==> config.mk <==
export PLATFORM = sky130hd
export DESIGN_NAME = lamp_dimming_mode_controller
export DESIGN_NICKNAME = d
export VERILOG_FILES = /design/src/hw/rtl/lmc_pkg.sv /design/src/hw/rtl/lmc_window.sv /design/src/hw/rtl/lmc_eval.sv /design/src/hw/rtl/lamp_dimming_mode_controller.sv
export SDC_FILE = /design/constraint.sdc
export NUM_CORES = 1
export LEC_CHECK = 0
export BUFFER_PORTS_ARGS = -buffer_cell sky130_fd_sc_hd__buf_2
export CORE_MARGIN = 2
export CORE_UTILIZATION = 60
export DETAILED_ROUTE_END_ITERATION = 10
export PLACE_DENSITY = 0.88
export SLEW_MARGIN = 10
export SYNTH_ARGS = -nofsm -noshare
export SYNTH_HDL_FRONTEND = slang
export SYNTH_HIERARCHICAL = 1
export SYNTH_SLANG_ARGS = --single-unit
==> constraint.sdc <==
create_clock -name clock -period 4.9 [get_ports clock]
set_input_delay 0.735 -clock clock [delete_from_list [all_inputs] [get_ports clock]]
set_output_delay 0.735 -clock clock [all_outputs]
set_load 0.005 [all_outputs]
==> src/hw/rtl/lmc_pkg.sv <==
// Types, constants and register codes of the lamp dimming mode controller.
package lmc_pkg;

   localparam int TIME_W  = 11;
   localparam int HOUR_W  = 5;
   localparam int MIN_W   = 6;
   localparam int LUX_W   = 16;
   localparam int LEVEL_W = 8;
   localparam int TIMES_W = 4 * TIME_W;
   localparam int LEVELS_W = 3 * LEVEL_W;
   localparam int CSR_IDX_W = 3;
   localparam int CSR_DATA_W = TIMES_W;

   localparam logic [HOUR_W-1:0] LAST_HOUR = HOUR_W'(23);

   // Operation codes of an input transaction.
   localparam logic OP_EVAL = 1'b0;
   localparam logic OP_TICK = 1'b1;

   // Run modes.
   localparam logic [1:0] MODE_MANUAL  = 2'd0;
   localparam logic [1:0] MODE_AMBIENT = 2'd1;
   localparam logic [1:0] MODE_TIME    = 2'd2;

   // Configuration register indexes.
   localparam logic [CSR_IDX_W-1:0] CSR_RUN_MODE       = 3'd0;
   localparam logic [CSR_IDX_W-1:0] CSR_MANUAL_SWITCH  = 3'd1;
   localparam logic [CSR_IDX_W-1:0] CSR_LEVEL_BY_SCHED = 3'd2;
   localparam logic [CSR_IDX_W-1:0] CSR_LUX_THRESHOLD  = 3'd3;
   localparam logic [CSR_IDX_W-1:0] CSR_SCHED_TIMES    = 3'd4;
   localparam logic [CSR_IDX_W-1:0] CSR_SCHED_LEVELS   = 3'd5;
   localparam logic [CSR_IDX_W-1:0] CSR_FIXED_LEVEL    = 3'd6;
   localparam logic [CSR_IDX_W-1:0] CSR_ABSENT_LEVEL   = 3'd7;

   typedef logic [TIME_W-1:0] time_type;

   typedef struct packed {
      logic               op;
      logic [HOUR_W-1:0]  now_hour;
      logic [MIN_W-1:0]   now_minute;
      logic [LUX_W-1:0]   lux_level;
      logic               presence;
   } item_type;

   typedef struct packed {
      logic [1:0]          run_mode;
      logic                manual_switch;
      logic                level_by_schedule;
      logic [LUX_W-1:0]    lux_threshold;
      logic [TIMES_W-1:0]  schedule_times;
      logic [LEVELS_W-1:0] scheduled_levels;
      logic [LEVEL_W-1:0]  fixed_level;
      logic [LEVEL_W-1:0]  absent_level;
   } cfg_type;

   typedef struct packed {
      logic               lamp_on;
      logic [LEVEL_W-1:0] target;
      logic [LEVEL_W-1:0] duty;
   } state_type;

endpackage

==> src/hw/rtl/lmc_window.sv <==
// Time window match test for one start and one stop time of day.
module lmc_window (
   input  lmc_pkg::time_type                start_time,
   input  lmc_pkg::time_type                stop_time,
   input  logic [lmc_pkg::HOUR_W-1:0]       now_hour,
   input  logic [lmc_pkg::MIN_W-1:0]        now_minute,
   output logic                             hit
);
   import lmc_pkg::*;

   logic [HOUR_W-1:0] hour_a;
   logic [HOUR_W-1:0] hour_b;
   logic [MIN_W-1:0]  min_a;
   logic [MIN_W-1:0]  min_b;
   logic              inner_hit;

   assign hour_a = start_time[TIME_W-1:MIN_W];
   assign min_a  = start_time[MIN_W-1:0];
   assign hour_b = stop_time[TIME_W-1:MIN_W];
   assign min_b  = stop_time[MIN_W-1:0];

   // A window whose start hour lies past its stop hour wraps over midnight.
   always_comb begin
      if (hour_a > hour_b) begin
         inner_hit = ((now_hour > hour_a) && (now_hour <= LAST_HOUR)) || (now_hour < hour_b);
      end else begin
         inner_hit = (now_hour > hour_a) && (now_hour < hour_b);
      end
   end

   // The boundary hours match on their minute limits.
   assign hit = inner_hit
             || ((now_hour == hour_a) && (now_minute >= min_a))
             || ((now_hour == hour_b) && (now_minute <= min_b));

endmodule

==> src/hw/rtl/lmc_eval.sv <==
// Next lamp state for one transaction: mode decision, level choice and fade step.
module lmc_eval (
   input  lmc_pkg::item_type  item,
   input  lmc_pkg::cfg_type   cfg,
   input  lmc_pkg::state_type state,
   output lmc_pkg::state_type state_next
);
   import lmc_pkg::*;

   time_type          slot [4];
   logic [2:0]        win_hit;
   logic              on_hit;
   logic              lux_low;
   logic [LEVEL_W-1:0] sched_target;
   state_type         lit_state;
   state_type         manual_state;
   state_type         off_state;
   state_type         tick_state;

   // Split the packed schedule into its four times.
   always_comb begin
      for (int k = 0; k < 4; k++) begin
         slot[k] = cfg.schedule_times[k*TIME_W +: TIME_W];
      end
   end

   // Three schedule windows and the overall on/off window.
   for (genvar k = 0; k < 3; k++) begin : g_win
      lmc_window u_win (
         .start_time (slot[k]),
         .stop_time  (slot[k+1]),
         .now_hour   (item.now_hour),
         .now_minute (item.now_minute),
         .hit        (win_hit[k])
      );
   end

   lmc_window u_on_win (
      .start_time (slot[0]),
      .stop_time  (slot[3]),
      .now_hour   (item.now_hour),
      .now_minute (item.now_minute),
      .hit        (on_hit)
   );

   assign lux_low = item.lux_level < cfg.lux_threshold;

   // The first matching window sets the level; with no match the target is kept.
   always_comb begin
      if (win_hit[0]) begin
         sched_target = cfg.scheduled_levels[0*LEVEL_W +: LEVEL_W];
      end else if (win_hit[1]) begin
         sched_target = cfg.scheduled_levels[1*LEVEL_W +: LEVEL_W];
      end else if (win_hit[2]) begin
         sched_target = cfg.scheduled_levels[2*LEVEL_W +: LEVEL_W];
      end else begin
         sched_target = state.target;
      end
   end

   // Lamp lit by the ambient or time mode; the schedule applies before presence.
   always_comb begin
      lit_state = state;
      lit_state.lamp_on = 1'b1;
      if (cfg.level_by_schedule) begin
         lit_state.target = sched_target;
      end
      if (!item.presence) begin
         lit_state.target = cfg.absent_level;
      end else if (!cfg.level_by_schedule) begin
         lit_state.target = cfg.fixed_level;
      end
   end

   // Lamp lit by the manual switch; the schedule is not consulted.
   always_comb begin
      manual_state = state;
      manual_state.lamp_on = 1'b1;
      if (!item.presence) begin
         manual_state.target = cfg.absent_level;
      end else if (!cfg.level_by_schedule) begin
         manual_state.target = cfg.fixed_level;
      end
   end

   assign off_state = '0;

   // A fade tick moves the duty one step toward the target.
   always_comb begin
      tick_state = state;
      if (state.target > state.duty) begin
         tick_state.duty = state.duty + LEVEL_W'(1);
      end else if (state.target < state.duty) begin
         tick_state.duty = state.duty - LEVEL_W'(1);
      end
   end

   // Select the outcome by operation and run mode.
   always_comb begin
      state_next = state;
      if (item.op == OP_TICK) begin
         state_next = tick_state;
      end else begin
         case (cfg.run_mode)
            MODE_MANUAL:  state_next = cfg.manual_switch ? manual_state : off_state;
            MODE_AMBIENT: state_next = lux_low ? lit_state : off_state;
            MODE_TIME:    state_next = on_hit ? lit_state : off_state;
            default:      state_next = state;
         endcase
      end
   end

endmodule

==> src/hw/rtl/lamp_dimming_mode_controller.sv <==
// Lamp dimming mode controller: input register, configuration and lamp state registers.
//
// Accepts one transaction every clock cycle while req_stall is low and returns exactly
// one result per transaction. The result is presented from the lamp state registers
// once its transaction leaves the input register, and a stalled result is held there.
// A transaction waits in the input register until the result register is empty or
// drained, then the mode, level and fade logic updates the lamp state registers, which
// also serve as the result register; the state update is combinational, which sets
// the one-per-cycle rate. While a result waits to be taken, the input register takes
// one more transaction if it is empty and then stalls the input. Configuration writes
// are always ready and take effect on the next evaluate transaction; write them only
// while the block is idle.
module lamp_dimming_mode_controller (
   input  logic                              clock,
   input  logic                              reset,
   input  logic                              req_valid,
   output logic                              req_stall,
   input  logic                              req_op,
   input  logic [lmc_pkg::HOUR_W-1:0]        req_now_hour,
   input  logic [lmc_pkg::MIN_W-1:0]         req_now_minute,
   input  logic [lmc_pkg::LUX_W-1:0]         req_lux_level,
   input  logic                              req_presence,
   output logic                              rsp_valid,
   input  logic                              rsp_stall,
   output logic [lmc_pkg::LEVEL_W-1:0]       rsp_duty,
   output logic                              rsp_lamp_on,
   output logic [lmc_pkg::LEVEL_W-1:0]       rsp_target,
   input  logic                              csr_valid,
   output logic                              csr_ready,
   input  logic [lmc_pkg::CSR_IDX_W-1:0]     csr_index,
   input  logic [lmc_pkg::CSR_DATA_W-1:0]    csr_data
);
   import lmc_pkg::*;

   item_type  item_ff,  item_in;
   logic      item_valid_ff, item_valid_in;
   cfg_type   cfg_ff,   cfg_in;
   state_type state_ff, state_in;
   state_type state_next;
   logic      rsp_valid_ff, rsp_valid_in;
   logic      req_take;
   logic      advance;

   // The input register moves on when the result register is empty or drained.
   assign advance   = item_valid_ff && (!rsp_valid_ff || !rsp_stall);
   assign req_stall = item_valid_ff && !advance;
   assign req_take  = req_valid && !req_stall;

   always_comb begin
      item_in       = item_ff;
      item_valid_in = item_valid_ff;
      if (req_take) begin
         item_in.op         = req_op;
         item_in.now_hour   = req_now_hour;
         item_in.now_minute = req_now_minute;
         item_in.lux_level  = req_lux_level;
         item_in.presence   = req_presence;
         item_valid_in      = 1'b1;
      end else if (advance) begin
         item_valid_in = 1'b0;
      end
   end

   // Configuration register writes.
   assign csr_ready = 1'b1;

   always_comb begin
      cfg_in = cfg_ff;
      if (csr_valid && csr_ready) begin
         unique case (csr_index)
            CSR_RUN_MODE:       cfg_in.run_mode          = csr_data[1:0];
            CSR_MANUAL_SWITCH:  cfg_in.manual_switch     = csr_data[0];
            CSR_LEVEL_BY_SCHED: cfg_in.level_by_schedule = csr_data[0];
            CSR_LUX_THRESHOLD:  cfg_in.lux_threshold     = csr_data[LUX_W-1:0];
            CSR_SCHED_TIMES:    cfg_in.schedule_times    = csr_data[TIMES_W-1:0];
            CSR_SCHED_LEVELS:   cfg_in.scheduled_levels  = csr_data[LEVELS_W-1:0];
            CSR_FIXED_LEVEL:    cfg_in.fixed_level       = csr_data[LEVEL_W-1:0];
            CSR_ABSENT_LEVEL:   cfg_in.absent_level      = csr_data[LEVEL_W-1:0];
            default:            cfg_in = cfg_ff;
         endcase
      end
   end

   // Lamp state update for the transaction in the input register.
   lmc_eval u_eval (
      .item       (item_ff),
      .cfg        (cfg_ff),
      .state      (state_ff),
      .state_next (state_next)
   );

   assign state_in     = advance ? state_next : state_ff;
   assign rsp_valid_in = advance || (rsp_valid_ff && rsp_stall);

   always_ff @(posedge clock) begin
      if (reset) begin
         item_valid_ff <= 1'b0;
         rsp_valid_ff  <= 1'b0;
         cfg_ff        <= '0;
         state_ff      <= '0;
      end else begin
         item_valid_ff <= item_valid_in;
         rsp_valid_ff  <= rsp_valid_in;
         cfg_ff        <= cfg_in;
         state_ff      <= state_in;
      end
   end

   always_ff @(posedge clock) begin
      item_ff <= item_in;
   end

   // The state registers hold the result until it is taken.
   assign rsp_valid   = rsp_valid_ff;
   assign rsp_duty    = state_ff.duty;
   assign rsp_lamp_on = state_ff.lamp_on;
   assign rsp_target  = state_ff.target;

endmodule

Word level (Yosys, flattened, before mapping)
Cells that the tools add are included.
Widths: inputs -> output; s select.
Storage, ports and cells
  word-level logic and storage cells: 130
  output and inout bits: 20
  bits of input ports: 81
  bits in registers: 152
Operators by class
  eq/ne operators: 18
  $lt $le $gt $ge: 20
  bitwise operators: 1
  muxes and demuxes: 20
  add/subtract/negate cells: 2
  reductions and logical operators: 51
Operators by type and width (number)
  $mux 8: 10
  $mux 17: 3
  $pmux 17 s3: 1
  $gt 5x5->1: 7
  $eq 5x5->1: 4
  $ge 6x6->1: 3
  $le 6x6->1: 3
  $logic_and 1x1->1: 17
  $lt 16x16->1: 1
  $reduce_and 2->1: 8
  $lt 5x5->1: 3
  $logic_or 1x1->1: 14
  $eq 3x3->1 const B: 4
  $ne 3x3->1 const B: 3
  $add 8x1->8 const B: 1
  $gt 8x8->1: 1
  $lt 8x8->1: 1
  $sub 8x1->8 const B: 1
  $eq 3x2->1 const B: 2
  $mux 1: 6
  $reduce_and 6->1: 1
  $le 5x5->1 const B: 1
  $logic_not 1->1: 4
  $ne 4x4->1 const B: 1
  12 further kinds: 12

Depth between registers and ports, before layout
  depth in word-level cells: 14
  mapped depth: 16
  gate-level depth less buffers: 15

Cells and area by module
Netlist, hierarchy kept.
By module, submodules not included
  lamp_dimming_mode_controller: instances 1, sequential area each 3333.2 sq um, cells an instance 507, area each 6043.3 sq um
  lmc_window: instances 4, sequential area each 0.0 sq um, cells an instance 91, area each 675.6 sq um
  lmc_eval: instances 1, sequential area each 0.0 sq um, cells an instance 263, area each 1839.3 sq um

Worst setup path after synthesis
No wires, ideal clock.
  path kind: flip-flop to flip-flop
  from: register item_ff[26] (netlist name)
  to: register state_ff (netlist bit rsp_target[6])
  setup slack: 2.126 ns
  data required time: 4.779 ns
  cell stages (with the launch flop): 16
  clock period less this slack: 2.774 ns
  arrival time: 2.653 ns
  setup time: 0.121 ns
  buffers on the path: 1
  path through: edfxtp_1 > ha_1 > a21o_1 > a21oi_1 > a32oi_1 > a211o_1 > nand4_1 > buf_2 > mux2i_1 > nor2_1 > a21oi_1 > o21ai_0 > a221oi_1 > o21ai_1 > nand2b_1 > mux2i_1
On the way
  longest elaborated chain between the ends: 13
  elaborated cells on any way between the ends: 48
  classes of those cells: 7 x order compare; 4 x eq/ne; 12 x mux; 25 x reduce/logical
RTL lines
  start, declared: line lamp_dimming_mode_controller.sv:35  | item_type item_ff, item_in;
  start signal, assigned: line lamp_dimming_mode_controller.sv:110  | item_ff <= item_in;
  $gt 5x5->1 / $le 5x5->1 (equally long branches): line lmc_window.sv:25, lmc_window.sv:27
  $logic_and 1x1->1: line lmc_window.sv:25  | inner_hit = ((now_hour > hour_a) && (now_hour <= LAST_HOUR)) || (now_hour < hour_b);
  $logic_or 1x1->1: line lmc_window.sv:25
  $mux 1: line lmc_window.sv:24  | if (hour_a > hour_b) begin
  $logic_or 1x1->1: line lmc_window.sv:33  | || ((now_hour == hour_a) && (now_minute >= min_a))
  $logic_or 1x1->1 (*): line lmc_window.sv:34  | || ((now_hour == hour_b) && (now_minute <= min_b));
  via u_eval.win_hit[2]: line lmc_eval.sv:11  | logic [2:0] win_hit;
  $mux 8 (*): line lmc_eval.sv:54  | end else if (win_hit[2]) begin
  $mux 8 (*): line lmc_eval.sv:52  | end else if (win_hit[1]) begin
  $mux 8 (*): line lmc_eval.sv:50  | if (win_hit[0]) begin
  $mux 8 (*): line lmc_eval.sv:70  | end else if (!cfg.level_by_schedule) begin
  $mux 8 (*): line lmc_eval.sv:68  | if (!item.presence) begin
  $mux 17, on equally long branches: line lmc_eval.sv:107, lmc_eval.sv:106
  $pmux 17 s3 (*): line lmc_eval.sv:104  | case (cfg.run_mode)
  end signal, assigned: line lamp_dimming_mode_controller.sv:105  | state_ff <= state_in;
  end, declared: line lamp_dimming_mode_controller.sv:38  | state_type state_ff, state_in;
Mark *: on every way through the listed nets, which the timed path passes. The rest lies on a longest branch. The select of a mux whose other input is x is not followed.
A chain may end at the register's enable or synchronous reset.

Final worst setup path
  from: register item_ff[20] (netlist name)
  to: register state_ff (netlist bit rsp_target[6])
On the way
  elaborated cells on any way between the ends: 28
  classes of those cells: 6 x order compare; 8 x mux; 14 x reduce/logical
RTL lines (line)
  $ge 6x6->1: lmc_window.sv:33
  $logic_and 1x1->1: lmc_window.sv:33
  $logic_or 1x1->1: lmc_window.sv:33
  $logic_or 1x1->1 (*): lmc_window.sv:34
  via u_eval.win_hit[0]: lmc_eval.sv:11
  $mux 8 (*): lmc_eval.sv:50
  $mux 8 (*): lmc_eval.sv:70
  $mux 8 (*): lmc_eval.sv:68
  $mux 17, on equally long branches: lmc_eval.sv:107, lmc_eval.sv:106
  $pmux 17 s3 (*): lmc_eval.sv:104
Marks and branches as above.

==> impl_metrics.toml <==
[status]
outcome = "finished clean"

[routing]
antenna_left = 0
dr.pass1.iters = 5
wl_per_cell_um = 17.5
routed_wirelength_mm = 25.3
via_per_inst = 5.93
drc_errors = 0
vias = 8586
drt-initial-drc-count = 732

[clocking]
root_buffer = "clkbuf_16"
ctsHoldBuffers = 0
cts_max_level = 4
cts_resized = 0
clk_latency_ns = 0.43
cts_sinks = 152
numCtsBuffers = 17
clock_path_buffers = 2
clk_pin_slew_ns = 0.07
post_cts_buffers = 0
cts_tree = "done"

[sta]
fin_worst_skew_ns = 0.0149
tightest_slew_ns = 1.06
fin_crit_ns = 3.69
finalCritPeriodShare_pct = 75.3
fmaxAchievable_mhz = 271
setup_tns_ns = 0
slew_headroom_pct = 29.7
setup_viol = 0
hold_viol_final = 0
grt_setup_unrepaired = "no"
final.setup.worst_slack_ns = 1.21
drv_slew = 0

[worst_setup_path]
cp-start-kind = "flip-flop"
cp_data_arrival_time_ns = 4.00
cp-startpoint = "item_ff[20]"
r2r_end = "rsp_target[6]"
required_ns = 5.21
worstRegToRegCells = 11
reg2reg_slack_ns = 1.21
crit_end = "rsp_target[6]"
cp-end-kind = "flip-flop"
rr_startpoint = "item_ff[20]"
crit_type = "flip-flop to flip-flop"
crit_fanout = 16

[pwr]
p_sw_uw = 950
intPower_mw = 2.28
p_clk_share_pct = 41.8
power_density_nw_per_um2 = 275
netSwitchingFraction_pct = 29.4
total_power_mw = 3.23
p_seq_share_pct = 42.1
comb_power_share_pct = 16.1
leakagePower_nw = 4.92
ir_drop_uv = 264

[grt]
grt_max_degree = 141
grt.overflow.total = 0
grt_antenna_before_repair = 0
grt_pass1_wl_mm = 40.3
grt_pass1_vias = 8316
track_usage_pct = 27.4

[finish]
syn2layout_area_growth_pct = 10.8
fin_cells = 1447
fin_nets = 1423
fin_util_pct = 67.8
drive_gt1_share_pct = 14.2
diodes = 0

[placed_design]
portBuffers = 99
gp_congestion = 0.887
post-place-ws_ns = 1.39
dp.cells = 1415
detailed_place_hpwl_mm = 17.6

[synthesis]
synth_nets = 1348
synth_cell_types = 65
ys_seq_area_share_pct = 31.5
synth-seq-cells = 152
postSynthCellCount = 1134
yosysWarnings = 6
post_synth.cell_area_avg_sq_um = 9.33
yosys-top-cells-area = "dfxtp_1, ha_1, mux2i_1"
synth_edf_count = 29
synth_area_sq_um = 10600
synth-async-reset-ratio_pct = 0
synth.top_cell.area_share_pct = 23.3
yosys.area.top_type = "dfxtp_1"
synth_flop_cell = "dfxtp_1"

[worst_hold_path]
whs_path_depth = 1
hold_path.class = "input port to flip-flop"

[flow_run]
drv_cap = 0

[die]
die_area_sq_um = 18700
core_area_sq_um = 17300
die_h_um = 137
rows = 48
initial_core_util_pct = 61.2
ioPinCount = 101
die_width_um = 137
==> worst min path at each step <==
stage	startpoint	to	slack, ns
floorplan	cfg_ff[15]	cfg_ff[15]	0.45
global placement	cfg_ff[15]	cfg_ff[15]	0.46
detailed placement	cfg_ff[17]	cfg_ff[17]	0.47
CTS	req_lux_level[13]	item_ff[14]	0.46
global route	req_lux_level[7]	item_ff[8]	0.46
finish	req_lux_level[4]	item_ff[5]	0.48
==> cell type report <==
cell class / count / area (sq um)
Clock buffer: 17 / 425
Clock inverter: 15 / 181
Fill cell: 1262 / 5570
Inverter: 119 / 447
Multi-Input combinational cell: 814 / 6520
Sequential cell: 152 / 3330
Tap cell: 225 / 282
Timing Repair Buffer: 105 / 543
==> per-layer routing <==
metal / wire, um / vias up / global-route usage [%] / part of all wire, %
met5: 0 / - / 0 / 0
met4: 782 / 0 / 10.8 / 3.1
met3: 1700 / 76 / 5.19 / 6.7
met2: 11800 / 342 / 45.8 / 47
met1: 11000 / 4047 / 35.0 / 43
li1: - / 4121 / - / -
==> logic make-up after synthesis <==
family,share of synthesized area (%)
simple gates,20.8
compound gates,12.0
buf+inv,7.01
flops,31.5
mux,12.9
fa+ha+maj,15.7
other cells,0.0354
xor+xnor,0.0828
==> stage by stage <==
step / cell area (sq um) / hold WS (ns)
after floorplan: 10600 / 0.448
after global placement: 11100 / 0.458
after detailed placement: 11100 / 0.468
after CTS: 11700 / 0.462
after global routing: 11700 / 0.456
final: 11700 / 0.476
==> cells in the mapped netlist (all sizes together) (5+ instances only) <==
master / count
a211o: 5
a211oi: 12
a21o: 8
a21oi: 58
a221oi: 9
and3: 7
buf: 21
clkbuf: 28
dfxtp: 123
edfxtp: 29
ha: 133
inv: 119
mux2i: 136
nand2: 37
nand2b: 191
nand3: 19
nand4: 27
nor2: 32
nor2b: 24
nor3: 7
o211ai: 8
o21a: 6
o21ai: 30
o221ai: 10
o31ai: 5
or2: 10
==> cell usage in the layout, fill, tap and decap left out, types with 4 or more instances in the layout <==
cell type	synthesis	final
o21ai_0	21	21
inv_1	117	117
or2_1	9	9
o22ai_1	4	4
o21a_1	6	6
nand4_1	21	21
nand4b_1	4	4
a21o_1	8	8
o221ai_2	10	10
o31ai_1	4	4
nor2b_1	24	24
a32oi_1	4	4
buf_4	6	7
a211o_1	5	5
a21oi_1	56	56
nand4_2	6	6
nand2b_1	190	190
o21ai_1	8	8
nand3_1	19	19
dfxtp_1	123	123
and3_1	7	7
mux2i_1	136	136
o32ai_1	4	4
edfxtp_1	29	29
a211oi_1	12	12
o211ai_1	8	8
nand2_1	37	37
ha_1	133	133
inv_8	0	7
buf_2	7	98
clkbuf_16	0	17
a221oi_1	8	8
nor2_1	31	30
nor3_1	7	7
==> sequential cells by signal (all words and copies together) (netlist names) <==
register       flops
rsp_lamp_on        1
rsp_duty           8
rsp_target         8
item_ff           29
cfg_ff           104
rsp_valid          1
item_valid_ff      1
==> critical path: stages (launching register included) <==
cell,delay [ns]
edfxtp_1,0.54
ha_1,0.38
a211oi_1,0.39
nor2_1,0.12
o32ai_1,0.60
nand4_1,0.21
nand4_1,0.55
o21ai_0,0.21
a221oi_1,0.32
o21ai_1,0.09
nand2b_1,0.08
mux2i_1,0.07
==> power by group through the flow <==
stage | clock network, mW | logic [mW] | registers [mW]
after floorplan | 0 | 0.391 | 1.37
after global placement | 0 | 0.483 | 1.39
after detailed placement | 0 | 0.502 | 1.39
after CTS | 1.36 | 0.510 | 1.36
after global routing | 1.42 | 0.568 | 1.36
final | 1.35 | 0.519 | 1.36
Note: power is estimated with default switching activity, not from simulation.
